`config.mk`:
```
export PLATFORM = sky130hd
export DESIGN_NAME = pcg32_bounded_random
export DESIGN_NICKNAME = d
export VERILOG_FILES = /design/src/rtl/pcgb_pkg.sv /design/src/rtl/pcgb_lcg.sv /design/src/rtl/pcgb_div.sv /design/src/rtl/pcg32_bounded_random.sv
export SDC_FILE = /design/constraint.sdc
export NUM_CORES = 2
export LEC_CHECK = 0
export BUFFER_PORTS_ARGS = -buffer_cell sky130_fd_sc_hd__buf_2
export CAP_MARGIN = 30
export CORE_MARGIN = 2
export CORE_UTILIZATION = 40
export DETAILED_ROUTE_END_ITERATION = 10
export SYNTH_ARGS = -nofsm -noshare
export SYNTH_HDL_FRONTEND = slang
export SYNTH_SLANG_ARGS = --single-unit
```
`constraint.sdc`:
```
create_clock -name clk -period 12.5 [get_ports clk]
set_input_delay 2.5 -clock clk [delete_from_list [all_inputs] [get_ports clk]]
set_output_delay 2.5 -clock clk [all_outputs]
set_load 0.01 [all_outputs]
```
`src/rtl/pcgb_pkg.sv`:
```
// ----------------------------------------------------------------------------
// pcgb_pkg: shared constants, types and functions
// Multiplier halves, register indexes, generator control bundle and the
// XSH-RR output permutation.
// ----------------------------------------------------------------------------
`default_nettype none

package pcgb_pkg;

	localparam int StateW = 64;
	localparam int WordW  = 32;
	localparam int CfgW   = 64;
	localparam int CfgIdxW = 2;

	// LCG multiplier 6364136223846793005, split into 32-bit halves
	localparam logic [WordW-1:0] MultLo = 32'h4C957F2D;
	localparam logic [WordW-1:0] MultHi = 32'h5851F42D;

	localparam logic [CfgIdxW-1:0] RegInitState = 2'd0;
	localparam logic [CfgIdxW-1:0] RegInitSeq   = 2'd1;

	// control bundle from the sequencer to the generator core
	typedef struct packed {
		logic clear;   // state = 0, increment from the sequence register
		logic add;     // state += init_state
		logic step;    // advance the LCG once
	} lcg_ctl_t;

	// XSH-RR: xorshift high bits, then rotate right by the top five bits
	function automatic logic [WordW-1:0] xsh_rr(input logic [StateW-1:0] old);
		logic [StateW-1:0] mix;
		logic [WordW-1:0]  xs;
		logic [4:0]        rot;
		logic [5:0]        lsh;
		mix = (old >> 18) ^ old;
		xs  = mix[58:27];
		rot = old[63:59];
		lsh = 6'd32 - {1'b0, rot};
		return (xs >> rot) | (xs << lsh);
	endfunction

endpackage

`default_nettype wire

```
`src/rtl/pcgb_lcg.sv`:
```
// ----------------------------------------------------------------------------
// pcgb_lcg: generator state and LCG step unit
// Holds state and increment; one step runs the 64-bit modular multiply as
// three 32x32 partial products through a single shared multiplier.
// ----------------------------------------------------------------------------
`default_nettype none

module pcgb_lcg (
	input  wire logic                        clk,
	input  wire logic                        arst_n,
	input  wire pcgb_pkg::lcg_ctl_t          ctl,
	input  wire logic [pcgb_pkg::CfgW-1:0]   init_state,
	input  wire logic [pcgb_pkg::CfgW-1:0]   init_seq,
	output logic [pcgb_pkg::WordW-1:0]       draw,
	output logic                             busy
);
	import pcgb_pkg::*;

	logic [StateW-1:0] state_q;
	logic [StateW-1:0] inc_q;
	logic [StateW-1:0] acc_q;
	logic [StateW-1:0] prod_q;
	logic [1:0]        cnt_q;
	logic              busy_q;
	logic [WordW-1:0]  mul_a;
	logic [WordW-1:0]  mul_b;
	logic [StateW-1:0] mul_p;

	// partial products: lo*lo, lo*hi, hi*lo (hi*hi falls outside 2^64)
	assign mul_a = (cnt_q == 2'd2) ? state_q[63:32] : state_q[31:0];
	assign mul_b = (cnt_q == 2'd1) ? MultHi : MultLo;
	assign mul_p = mul_a * mul_b;

	assign draw = xsh_rr(state_q);
	assign busy = busy_q;

	always_ff @(posedge clk or negedge arst_n) begin
		if (!arst_n) begin
			busy_q <= 1'b0;
			cnt_q  <= 2'd0;
		end else if (ctl.clear) begin
			busy_q <= 1'b0;
			cnt_q  <= 2'd0;
		end else if (busy_q) begin
			cnt_q <= cnt_q + 2'd1;
			if (cnt_q == 2'd3) begin
				busy_q <= 1'b0;
			end
		end else if (ctl.step) begin
			busy_q <= 1'b1;
			cnt_q  <= 2'd1;
		end
	end

	always_ff @(posedge clk) begin
		if (ctl.clear) begin
			state_q <= '0;
			inc_q   <= {init_seq[62:0], 1'b1};
		end else if (busy_q) begin
			unique case (cnt_q)
				2'd1: begin
					acc_q  <= prod_q + inc_q;
					prod_q <= mul_p;
				end
				2'd2: begin
					acc_q[63:32] <= acc_q[63:32] + prod_q[31:0];
					prod_q       <= mul_p;
				end
				2'd3: begin
					state_q <= {acc_q[63:32] + prod_q[31:0], acc_q[31:0]};
				end
				default: begin
					prod_q <= mul_p;
				end
			endcase
		end else if (ctl.add) begin
			state_q <= state_q + init_state;
		end else if (ctl.step) begin
			prod_q <= mul_p;
		end
	end

endmodule

`default_nettype wire

```
`src/rtl/pcgb_div.sv`:
```
// ----------------------------------------------------------------------------
// pcgb_div: serial remainder unit
// Restoring division, one quotient bit per cycle; returns the 32-bit
// remainder with a one-cycle done pulse.
// ----------------------------------------------------------------------------
`default_nettype none

module pcgb_div (
	input  wire logic                         clk,
	input  wire logic                         arst_n,
	input  wire logic                         start,
	input  wire logic [pcgb_pkg::WordW-1:0]   dividend,
	input  wire logic [pcgb_pkg::WordW-1:0]   divisor,
	output logic                              done,
	output logic [pcgb_pkg::WordW-1:0]        remainder
);
	import pcgb_pkg::*;

	logic [WordW-1:0] dvd_q;
	logic [WordW-1:0] dvs_q;
	logic [WordW-1:0] rem_q;
	logic [4:0]       cnt_q;
	logic             busy_q;
	logic             done_q;
	logic [WordW:0]   trial;
	logic [WordW:0]   diff;
	logic             ge;

	assign trial = {rem_q, dvd_q[WordW-1]};
	assign ge    = trial >= {1'b0, dvs_q};
	assign diff  = trial - {1'b0, dvs_q};

	assign done      = done_q;
	assign remainder = rem_q;

	always_ff @(posedge clk or negedge arst_n) begin
		if (!arst_n) begin
			busy_q <= 1'b0;
			done_q <= 1'b0;
			cnt_q  <= '0;
		end else begin
			done_q <= 1'b0;
			if (busy_q) begin
				cnt_q <= cnt_q + 5'd1;
				if (cnt_q == 5'd31) begin
					busy_q <= 1'b0;
					done_q <= 1'b1;
				end
			end else if (start) begin
				busy_q <= 1'b1;
				cnt_q  <= '0;
			end
		end
	end

	always_ff @(posedge clk) begin
		if (busy_q) begin
			rem_q <= ge ? diff[WordW-1:0] : trial[WordW-1:0];
			dvd_q <= {dvd_q[WordW-2:0], 1'b0};
		end else if (start) begin
			dvd_q <= dividend;
			dvs_q <= divisor;
			rem_q <= '0;
		end
	end

endmodule

`default_nettype wire

```
`src/rtl/pcg32_bounded_random.sv`:
```
// ----------------------------------------------------------------------------
// pcg32_bounded_random: PCG32 XSH-RR generator with bounded draws
// Sequencer around a shared LCG step unit and a serial remainder unit.
// ----------------------------------------------------------------------------
// One transaction in gives one transaction out. A raw draw (kind 0) waits on
// the LCG step, which runs the 64-bit multiply as three 32x32 partial
// products on one multiplier. A bounded draw (kind 1) makes two passes
// through the bit-serial remainder unit (threshold, then final modulo); the
// first draw is generated while the threshold is being computed, and every
// rejected draw adds a further LCG step. A bounded draw with zero range
// returns minimum with range_error set and leaves the generator untouched.
// After reset, and after each write to init_state or init_sequence, the
// block re-seeds itself and holds in_stall meanwhile; writes to any other
// index are dropped. A finished result sits in the output register while
// the next transaction is accepted.
`default_nettype none

module pcg32_bounded_random (
	input  wire logic                          clk,
	input  wire logic                          arst_n,
	input  wire logic                          cfg_we,
	input  wire logic [pcgb_pkg::CfgIdxW-1:0]  cfg_index,
	input  wire logic [pcgb_pkg::CfgW-1:0]     cfg_data,
	input  wire logic                          in_valid,
	output logic                               in_stall,
	input  wire logic                          kind,
	input  wire logic [pcgb_pkg::WordW-1:0]    minimum,
	input  wire logic [pcgb_pkg::WordW-1:0]    exclusive_bound,
	output logic                               out_valid,
	input  wire logic                          out_stall,
	output logic [pcgb_pkg::WordW-1:0]         value,
	output logic                               range_error
);
	import pcgb_pkg::*;

	// sequencer states
	localparam logic [3:0] ST_RS_CLR   = 4'd0;
	localparam logic [3:0] ST_RS_STEP1 = 4'd1;
	localparam logic [3:0] ST_RS_WAIT1 = 4'd2;
	localparam logic [3:0] ST_RS_ADD   = 4'd3;
	localparam logic [3:0] ST_RS_STEP2 = 4'd4;
	localparam logic [3:0] ST_RS_WAIT2 = 4'd5;
	localparam logic [3:0] ST_IDLE     = 4'd6;
	localparam logic [3:0] ST_RAW_WAIT = 4'd7;
	localparam logic [3:0] ST_THR_WAIT = 4'd8;
	localparam logic [3:0] ST_CHECK    = 4'd9;
	localparam logic [3:0] ST_MOD_WAIT = 4'd10;
	localparam logic [3:0] ST_RESULT   = 4'd11;

	logic [3:0]       st_q;
	logic [CfgW-1:0]  init_state_q;
	logic [CfgW-1:0]  init_seq_q;
	logic [WordW-1:0] lo_q;
	logic [WordW-1:0] range_q;
	logic [WordW-1:0] thr_q;
	logic [WordW-1:0] draw_q;
	logic [WordW-1:0] res_val_q;
	logic             res_err_q;
	logic [WordW-1:0] out_val_q;
	logic             out_err_q;
	logic             out_valid_q;

	logic             cfg_hit;
	logic             in_acc;
	logic             out_free;
	logic [WordW-1:0] in_range;
	logic             draw_ok;
	lcg_ctl_t         lcg_ctl;
	logic [WordW-1:0] lcg_draw;
	logic             lcg_busy;
	logic             div_start;
	logic [WordW-1:0] div_dvd;
	logic [WordW-1:0] div_dvs;
	logic             div_done;
	logic [WordW-1:0] div_rem;

	// only listed registers trigger a re-seed
	assign cfg_hit  = cfg_we && (cfg_index == RegInitState || cfg_index == RegInitSeq);
	// hold off input during a config write so the two never share an edge
	assign in_stall = (st_q != ST_IDLE) || cfg_we;
	assign in_acc   = in_valid && !in_stall;
	assign out_free = !out_valid_q || !out_stall;
	assign in_range = exclusive_bound - minimum;
	assign draw_ok  = draw_q >= thr_q;

	assign out_valid   = out_valid_q;
	assign value       = out_val_q;
	assign range_error = out_err_q;

	pcgb_lcg u_lcg (
		.clk        (clk),
		.arst_n     (arst_n),
		.ctl        (lcg_ctl),
		.init_state (init_state_q),
		.init_seq   (init_seq_q),
		.draw       (lcg_draw),
		.busy       (lcg_busy)
	);

	pcgb_div u_div (
		.clk       (clk),
		.arst_n    (arst_n),
		.start     (div_start),
		.dividend  (div_dvd),
		.divisor   (div_dvs),
		.done      (div_done),
		.remainder (div_rem)
	);

	// drive the shared units from the sequencer state
	always_comb begin
		lcg_ctl   = '0;
		div_start = 1'b0;
		div_dvd   = draw_q;
		div_dvs   = range_q;
		unique case (st_q)
			ST_RS_CLR: begin
				lcg_ctl.clear = 1'b1;
			end
			ST_RS_STEP1, ST_RS_STEP2: begin
				lcg_ctl.step = 1'b1;
			end
			ST_RS_ADD: begin
				lcg_ctl.add = 1'b1;
			end
			ST_IDLE: begin
				// raw draw, or bounded draw with a nonzero range
				if (in_acc && (!kind || in_range != '0)) begin
					lcg_ctl.step = 1'b1;
				end
				// threshold = (2^32 - range) mod range, run alongside the first draw
				if (in_acc && kind && in_range != '0) begin
					div_start = 1'b1;
					div_dvd   = '0 - in_range;
					div_dvs   = in_range;
				end
			end
			ST_CHECK: begin
				if (!lcg_busy) begin
					if (draw_ok) begin
						div_start = 1'b1;
					end else begin
						lcg_ctl.step = 1'b1;
					end
				end
			end
			default: begin
			end
		endcase
	end

	// configuration registers
	always_ff @(posedge clk or negedge arst_n) begin
		if (!arst_n) begin
			init_state_q <= '0;
			init_seq_q   <= '0;
		end else if (cfg_we) begin
			unique case (cfg_index)
				RegInitState: init_state_q <= cfg_data;
				RegInitSeq:   init_seq_q   <= cfg_data;
				default: begin
				end
			endcase
		end
	end

	// sequencer
	always_ff @(posedge clk or negedge arst_n) begin
		if (!arst_n) begin
			st_q <= ST_RS_CLR;
		end else if (cfg_hit) begin
			// restart seeding from scratch with the new register value
			st_q <= ST_RS_CLR;
		end else begin
			unique case (st_q)
				ST_RS_CLR:   st_q <= ST_RS_STEP1;
				ST_RS_STEP1: st_q <= ST_RS_WAIT1;
				ST_RS_WAIT1: if (!lcg_busy) st_q <= ST_RS_ADD;
				ST_RS_ADD:   st_q <= ST_RS_STEP2;
				ST_RS_STEP2: st_q <= ST_RS_WAIT2;
				ST_RS_WAIT2: if (!lcg_busy) st_q <= ST_IDLE;
				ST_IDLE: begin
					if (in_acc) begin
						if (!kind) begin
							st_q <= ST_RAW_WAIT;
						end else if (in_range == '0) begin
							st_q <= ST_RESULT;
						end else begin
							st_q <= ST_THR_WAIT;
						end
					end
				end
				ST_RAW_WAIT: if (!lcg_busy) st_q <= ST_RESULT;
				ST_THR_WAIT: if (div_done) st_q <= ST_CHECK;
				ST_CHECK:    if (!lcg_busy && draw_ok) st_q <= ST_MOD_WAIT;
				ST_MOD_WAIT: if (div_done) st_q <= ST_RESULT;
				ST_RESULT:   if (out_free) st_q <= ST_IDLE;
				default:     st_q <= ST_RS_CLR;
			endcase
		end
	end

	// working registers of the current transaction
	always_ff @(posedge clk) begin
		unique case (st_q)
			ST_IDLE: begin
				if (in_acc) begin
					lo_q      <= minimum;
					range_q   <= in_range;
					// draw comes from the state before the step advances it
					draw_q    <= lcg_draw;
					res_val_q <= (kind) ? minimum : lcg_draw;
					res_err_q <= kind && (in_range == '0);
				end
			end
			ST_THR_WAIT: begin
				if (div_done) begin
					thr_q <= div_rem;
				end
			end
			ST_CHECK: begin
				// rejected: capture the next draw as its step is issued
				if (!lcg_busy && !draw_ok) begin
					draw_q <= lcg_draw;
				end
			end
			ST_MOD_WAIT: begin
				if (div_done) begin
					res_val_q <= div_rem + lo_q;
					res_err_q <= 1'b0;
				end
			end
			default: begin
			end
		endcase
	end

	// output register
	always_ff @(posedge clk or negedge arst_n) begin
		if (!arst_n) begin
			out_valid_q <= 1'b0;
		end else if (st_q == ST_RESULT && out_free) begin
			out_valid_q <= 1'b1;
		end else if (!out_stall) begin
			out_valid_q <= 1'b0;
		end
	end

	always_ff @(posedge clk) begin
		if (st_q == ST_RESULT && out_free) begin
			out_val_q <= res_val_q;
			out_err_q <= res_err_q;
		end
	end

endmodule

`default_nettype wire

```
# After elaboration in Yosys (flattened, before gate mapping)
# Cells that the tools add are included.
# totals
output_inout_bits,35
input_bits,136
reg_bits,687
elab_cells,187
# op_classes
order_cmp,2
addsub,10
n_reduce_logical,43
muxes,67
mul,1
n_bitwise,4
n_eq_ne,32
n_shift,2
# op_table
operator,n
32-bit 2-to-1 mux,15
64-bit 2-to-1 mux,7
32-bit one-hot mux with 2 select lines,3
64-bit adder,2
32-bit adder,2
32-bit by 32-bit multiplier with 64-bit output,1
32-bit subtractor,2
46-bit by 59-bit bitwise XOR with 59-bit output,1
4-bit one-hot mux with 12 select lines,1
4-bit 2-to-1 mux,10
33-bit by 32-bit >= comparator with 1-bit output,1
32-bit >= comparator,1
32-bit logical NOT,1
32-bit OR,1
32-bit nonzero test,1
32-bit by 6-bit left shift with 32-bit output,1
32-bit by 5-bit >> shifter with 32-bit output,1
1-bit by 32-bit subtractor with 32-bit output (first input constant),1
29-bit 2-to-1 mux,1
1-bit 2-to-1 mux,21
3-bit inequality test (second input constant),6
4-bit by 3-bit equality test with 1-bit output (second input constant),4
4-bit equality test (second input constant),4
2-bit AND reduction,6
28 further kinds,67

# Depth between registers and ports, before layout
# logic_depth
word_depth,10
depth_mapped,38

# Cells and area by module
# From an unflattened synthesis, not the netlist that was laid out.
# hier_totals
hier_cells,6851
area_unflattened_um2,67577.3
# modules_own_cells
module,instances,area_each_um2,seq_area_each_um2,cells_each
pcgb_lcg,1,44083.5,7061.8,4857
pcg32_bounded_random,1,17453.0,9153.8,1432
pcgb_div,1,6040.8,3047.9,562

# Worst setup path before layout
# OpenSTA, ideal clock, no wires.
# synth_path
path_kind,input port to flip-flop
from,input minimum[4] (netlist name)
to,"register u_lcg.prod_q[0], enable pin"
slack_ns,2.109
t_arrival_ns,9.826
required_ns,11.935
setup_time_ns,0.565
stages,14
path_cell_list,inv_1 > ha_1 > a21o_1 > or4_1 > o21a_1 > o21ai_2 > o21ai_0 > a221oi_1 > o21ai_0 > xor2_1 > nor4_4 > nand4_1 > a221oi_2 > nor3_1
# synth_via
elab_chain_cells,8
# synth_lines
item,line_no,rtl
"start, declared",pcg32_bounded_random.sv:27,"input wire logic [pcgb_pkg::WordW-1:0] minimum,"
32-bit subtractor,pcg32_bounded_random.sv:83,assign in_range = exclusive_bound - minimum;
via in_range[25],pcg32_bounded_random.sv:66,logic [WordW-1:0] in_range;
32-bit nonzero test,pcg32_bounded_random.sv:128,if (in_acc && (!kind || in_range != '0)) begin
1-bit logical OR,pcg32_bounded_random.sv:128,
1-bit logical AND,pcg32_bounded_random.sv:128,
1-bit 2-to-1 mux,pcg32_bounded_random.sv:128,
1-bit one-hot mux with 3 select lines,pcg32_bounded_random.sv:116,unique case (st_q)
2-bit nonzero test (no line),--,
4-bit AND reduction (no line),--,
"end signal, assigned",pcgb_lcg.sv:67,prod_q <= mul_p;
"end signal, assigned",pcgb_lcg.sv:73,prod_q <= mul_p;
"end signal, assigned",pcgb_lcg.sv:79,prod_q <= mul_p;
"end, declared",pcgb_lcg.sv:22,logic [StateW-1:0] prod_q;
# The timed path passes the listed nets, and every way through them passes these cells.
# A chain may end at the register's enable or synchronous reset.

# Worst setup path in the final report
# layout_path
from,register u_lcg.cnt_q[0]
to,register u_lcg.prod_q[62] (data pin)
# layout_via
elab_chain_cells,6
# layout_lines
item,line_no,rtl
"start, declared",pcgb_lcg.sv:23,logic [1:0] cnt_q;
"start signal, assigned",pcgb_lcg.sv:45,cnt_q <= cnt_q + 2'd1;
2-bit equality test / 2-bit by 1-bit equality test with 1-bit output (equally long branches),"pcgb_lcg.sv:30, pcgb_lcg.sv:31",
32-bit 2-to-1 mux / 29-bit 2-to-1 mux (equally long branches),"pcgb_lcg.sv:30, pcgb_lcg.sv:31",
32-bit by 32-bit multiplier with 64-bit output *,pcgb_lcg.sv:32,assign mul_p = mul_a * mul_b;
via u_lcg.mul_p[62],pcgb_lcg.sv:27,logic [StateW-1:0] mul_p;
64-bit 2-to-1 mux,pcgb_lcg.sv:78,end else if (ctl.step) begin
64-bit 2-to-1 mux,pcgb_lcg.sv:76,end else if (ctl.add) begin
64-bit 2-to-1 mux *,pcgb_lcg.sv:59,end else if (busy_q) begin
"end signal, assigned",pcgb_lcg.sv:63,prod_q <= mul_p;
"end signal, assigned",pcgb_lcg.sv:67,
"end signal, assigned",pcgb_lcg.sv:79,
# The timed path passes the listed nets; every way through them passes the cells marked *. The select of a mux whose other input is x is not followed.

==> results.sh <==
export IMPL_fin_nets=8145
export IMPL_worst_slew_pin_transition_ps=1060
export IMPL_drc_errors=0
export IMPL_arrival_ps=11070
export IMPL_critPathKind="reg2reg"
export IMPL_hold_viol=0
export IMPL_initial_core_util_pct=40.3
export IMPL_grtUsageTotal_pct=25.6
export IMPL_ys_ff_latch=687
export IMPL_cts_setup_buffers=0
export IMPL_area_growth_pct=9.47
export IMPL_drtIter0Drc=4364
export IMPL_fin_crit_ps=10620
export IMPL_setup_violations_final=0
export IMPL_hpwl_um=177000
export IMPL_syn_inst=6636
export IMPL_critPathRequiredTime_ps=12950
export IMPL_slew_viol_final=0
export IMPL_crit_fanout=59
export IMPL_max_freq_ghz=0.0942
export IMPL_cts_root_buf="clkbuf_16"
export IMPL_hold_buffers=0
export IMPL_grt_max_degree=84
export IMPL_drive_gt1_share_pct=9.60
export IMPL_h_tree_depth=3
export IMPL_cts_buffers=75
export IMPL_grt_pass1_wl_um=321000
export IMPL_synth_edf_count=480
export IMPL_io_buffer_count=170
export IMPL_final_setup_tns_ps=0
export IMPL_globalplace_congestion=0.973
export IMPL_clk_latency_ps=710
export IMPL_synth_area_um2=65700
export IMPL_cts_tree="done"
export IMPL_antenna_found_initial=12
export IMPL_numClockSinks=687
export IMPL_avgSynthCellArea_um2=9.90
export IMPL_period_share_pct=85.0
export IMPL_hp_class="reg2reg"
export IMPL_core_area_um2=163000
export IMPL_synth_seq_area_share_pct=29.3
export IMPL_ff_latch_area_um2=19300
export IMPL_boundaryPins=171
export IMPL_overflow=0
export IMPL_cts_resized=0
export IMPL_final_cell_mix="inv_1, ha_1, fa_1"
export IMPL_slew_headroom_pct=28.6
export IMPL_synth_cell_types=89
export IMPL_cts_buffer_depth=3
export IMPL_outcome="complete, no violations"
export IMPL_wl_per_cell_um=24.3
export IMPL_worstSetupStartpointType="register"
export IMPL_wl_um=219000
export IMPL_endpoint_kind="register"
export IMPL_yosysWarnings=0
export IMPL_max_cap_violations=0
export IMPL_final_common_cell="inv_1"
export IMPL_die_y_um=409
export IMPL_grt_pass1_vias=50000
export IMPL_multi_input_area_um2=42200
export IMPL_ant_nets=0
export IMPL_die_w_um=409
export IMPL_drt_pass1_iterations=8
export IMPL_die_area_um2=167000
export IMPL_rsz0062_at_grt="no"
export IMPL_ys_flop_type="edfxtp_1"
export IMPL_async_flop_share_pct=20.7
export IMPL_vias=50200
export IMPL_fillers=15700
export IMPL_path_clk_slew_ps=70
export IMPL_rows=148
export IMPL_finalClockSkew_ps=86.5
export IMPL_vias_per_cell=5.58
[metal layers]
layer	global-route usage [%]	share of wire, %	vias to the layer above
met4	11.0	4.7	8
met1	33.7	42	24800
met2	42.4	47	1830
met3	3.28	6.3	382
li1	-	-	23200
met5	0	0.026	-
[cell families after synthesis]
logic type	Yosys count	share of synthesized area, %
fa+ha+maj	1251	30.0
buf+inv	1198	6.87
mux	319	5.44
xor+xnor	328	4.38
other cells	2	0.0114
compound gates	1509	14.6
simple gates	1342	9.36
flops	687	29.3
[final timing paths]
kind,cells past startpoint,start,slack (ps),to
min in group asynchronous,1,arst_n,1810,init_state_q[39]
worst max-delay path,27,u_lcg.cnt_q[0],1880,u_lcg.prod_q[62]
worst min-delay path,0,res_val_q[26],420,value[26]
worst min register to register,0,res_val_q[26],420,value[26]
worst max register to register,27,u_lcg.cnt_q[0],1880,u_lcg.prod_q[62]
max in group asynchronous,3,arst_n,9610,st_q[3]
[state kept, by name (all words and copies together), names as in the netlist, 2 cells and up]
register         cells
u_lcg.state_q       64
u_div.dvd_q         32
thr_q               32
u_div.remainder     32
lo_q                32
u_lcg.inc_q         63
u_lcg.acc_q         64
u_lcg.cnt_q          2
range_q             32
u_div.dvs_q         32
init_state_q        64
value               32
st_q                 4
res_val_q           32
u_lcg.prod_q        64
draw_q              32
init_seq_q          63
u_div.cnt_q          5
[synth_stat cells, drive strengths merged, types with 11 or more instances]
cell type	n	area [um^2]
or2	21	131
and2	37	231
o31ai	23	173
nand4	48	300
nor4	15	109
edfxtp	480	14400
mux2i	123	1230
nand3	73	365
inv	958	3600
a211oi	62	465
a21oi	424	2120
a22oi	33	248
mux4	12	270
a21boi	14	105
a21o	210	1580
a211o	17	149
dfxtp	65	1300
o311ai	11	96.3
fa	540	10800
or3	15	93.8
nor3	76	380
a221oi	19	216
xnor2	219	1930
nor2	410	1540
and3	43	269
or4	13	101
nand2b	51	319
ha	711	8900
dfrtp	142	3550
a221o	11	110
xor2	109	955
clkbuf	205	769
mux2	184	2070
a311oi	12	105
nor2b	60	375
o21a	45	338
a31oi	36	225
o211ai	59	443
o21bai	35	263
buf	30	126
o22ai	26	163
nand2	453	1700
o21ai	370	1860
[stage by stage]
step                worst slack (ps)  instances  cell area [um^2]  utilization [%]  hold slack, ps
floorplan                       2110       6665             65800                -             400
global placement                1680       8841             69100             42.4             401
detailed placement              1580       8851             69200             42.5             405
CTS                             1580       8990             71800             44.1             412
global route                    1310       8995             71900             44.1             424
finish                          1880       8997             71900             44.1             418
[critical path: stages, from the launching register on]
cell and delay, ps:
dfrtp_1 430, inv_1 160, ha_4 440, buf_4 640, mux2i_1 780, inv_1 560
fa_1 570, fa_1 510, inv_1 60, fa_1 520, inv_1 50, fa_1 490
fa_1 580, fa_1 430, fa_1 480, inv_1 50, fa_1 470, inv_1 40
ha_1 350, nand3_1 140, or3_1 450, or4_1 420, o32ai_1 330, nor2_1 200
o311ai_0 640, o31ai_1 250, o211ai_1 240, xor2_1 90
[layout make-up]
class,instances,area share (%)
timing repair buffer,251,2.15
sequential,687,26.8
clock inverter,51,0.839
antenna,2,0.00696
inverter,963,5.03
tap,2175,3.78
clock buffer,88,2.76
multi-input combinational,4780,58.6
Power is left out: the tool's default activity adds up to more than one toggle a clock period on the data nets, which glitch-free logic cannot reach.
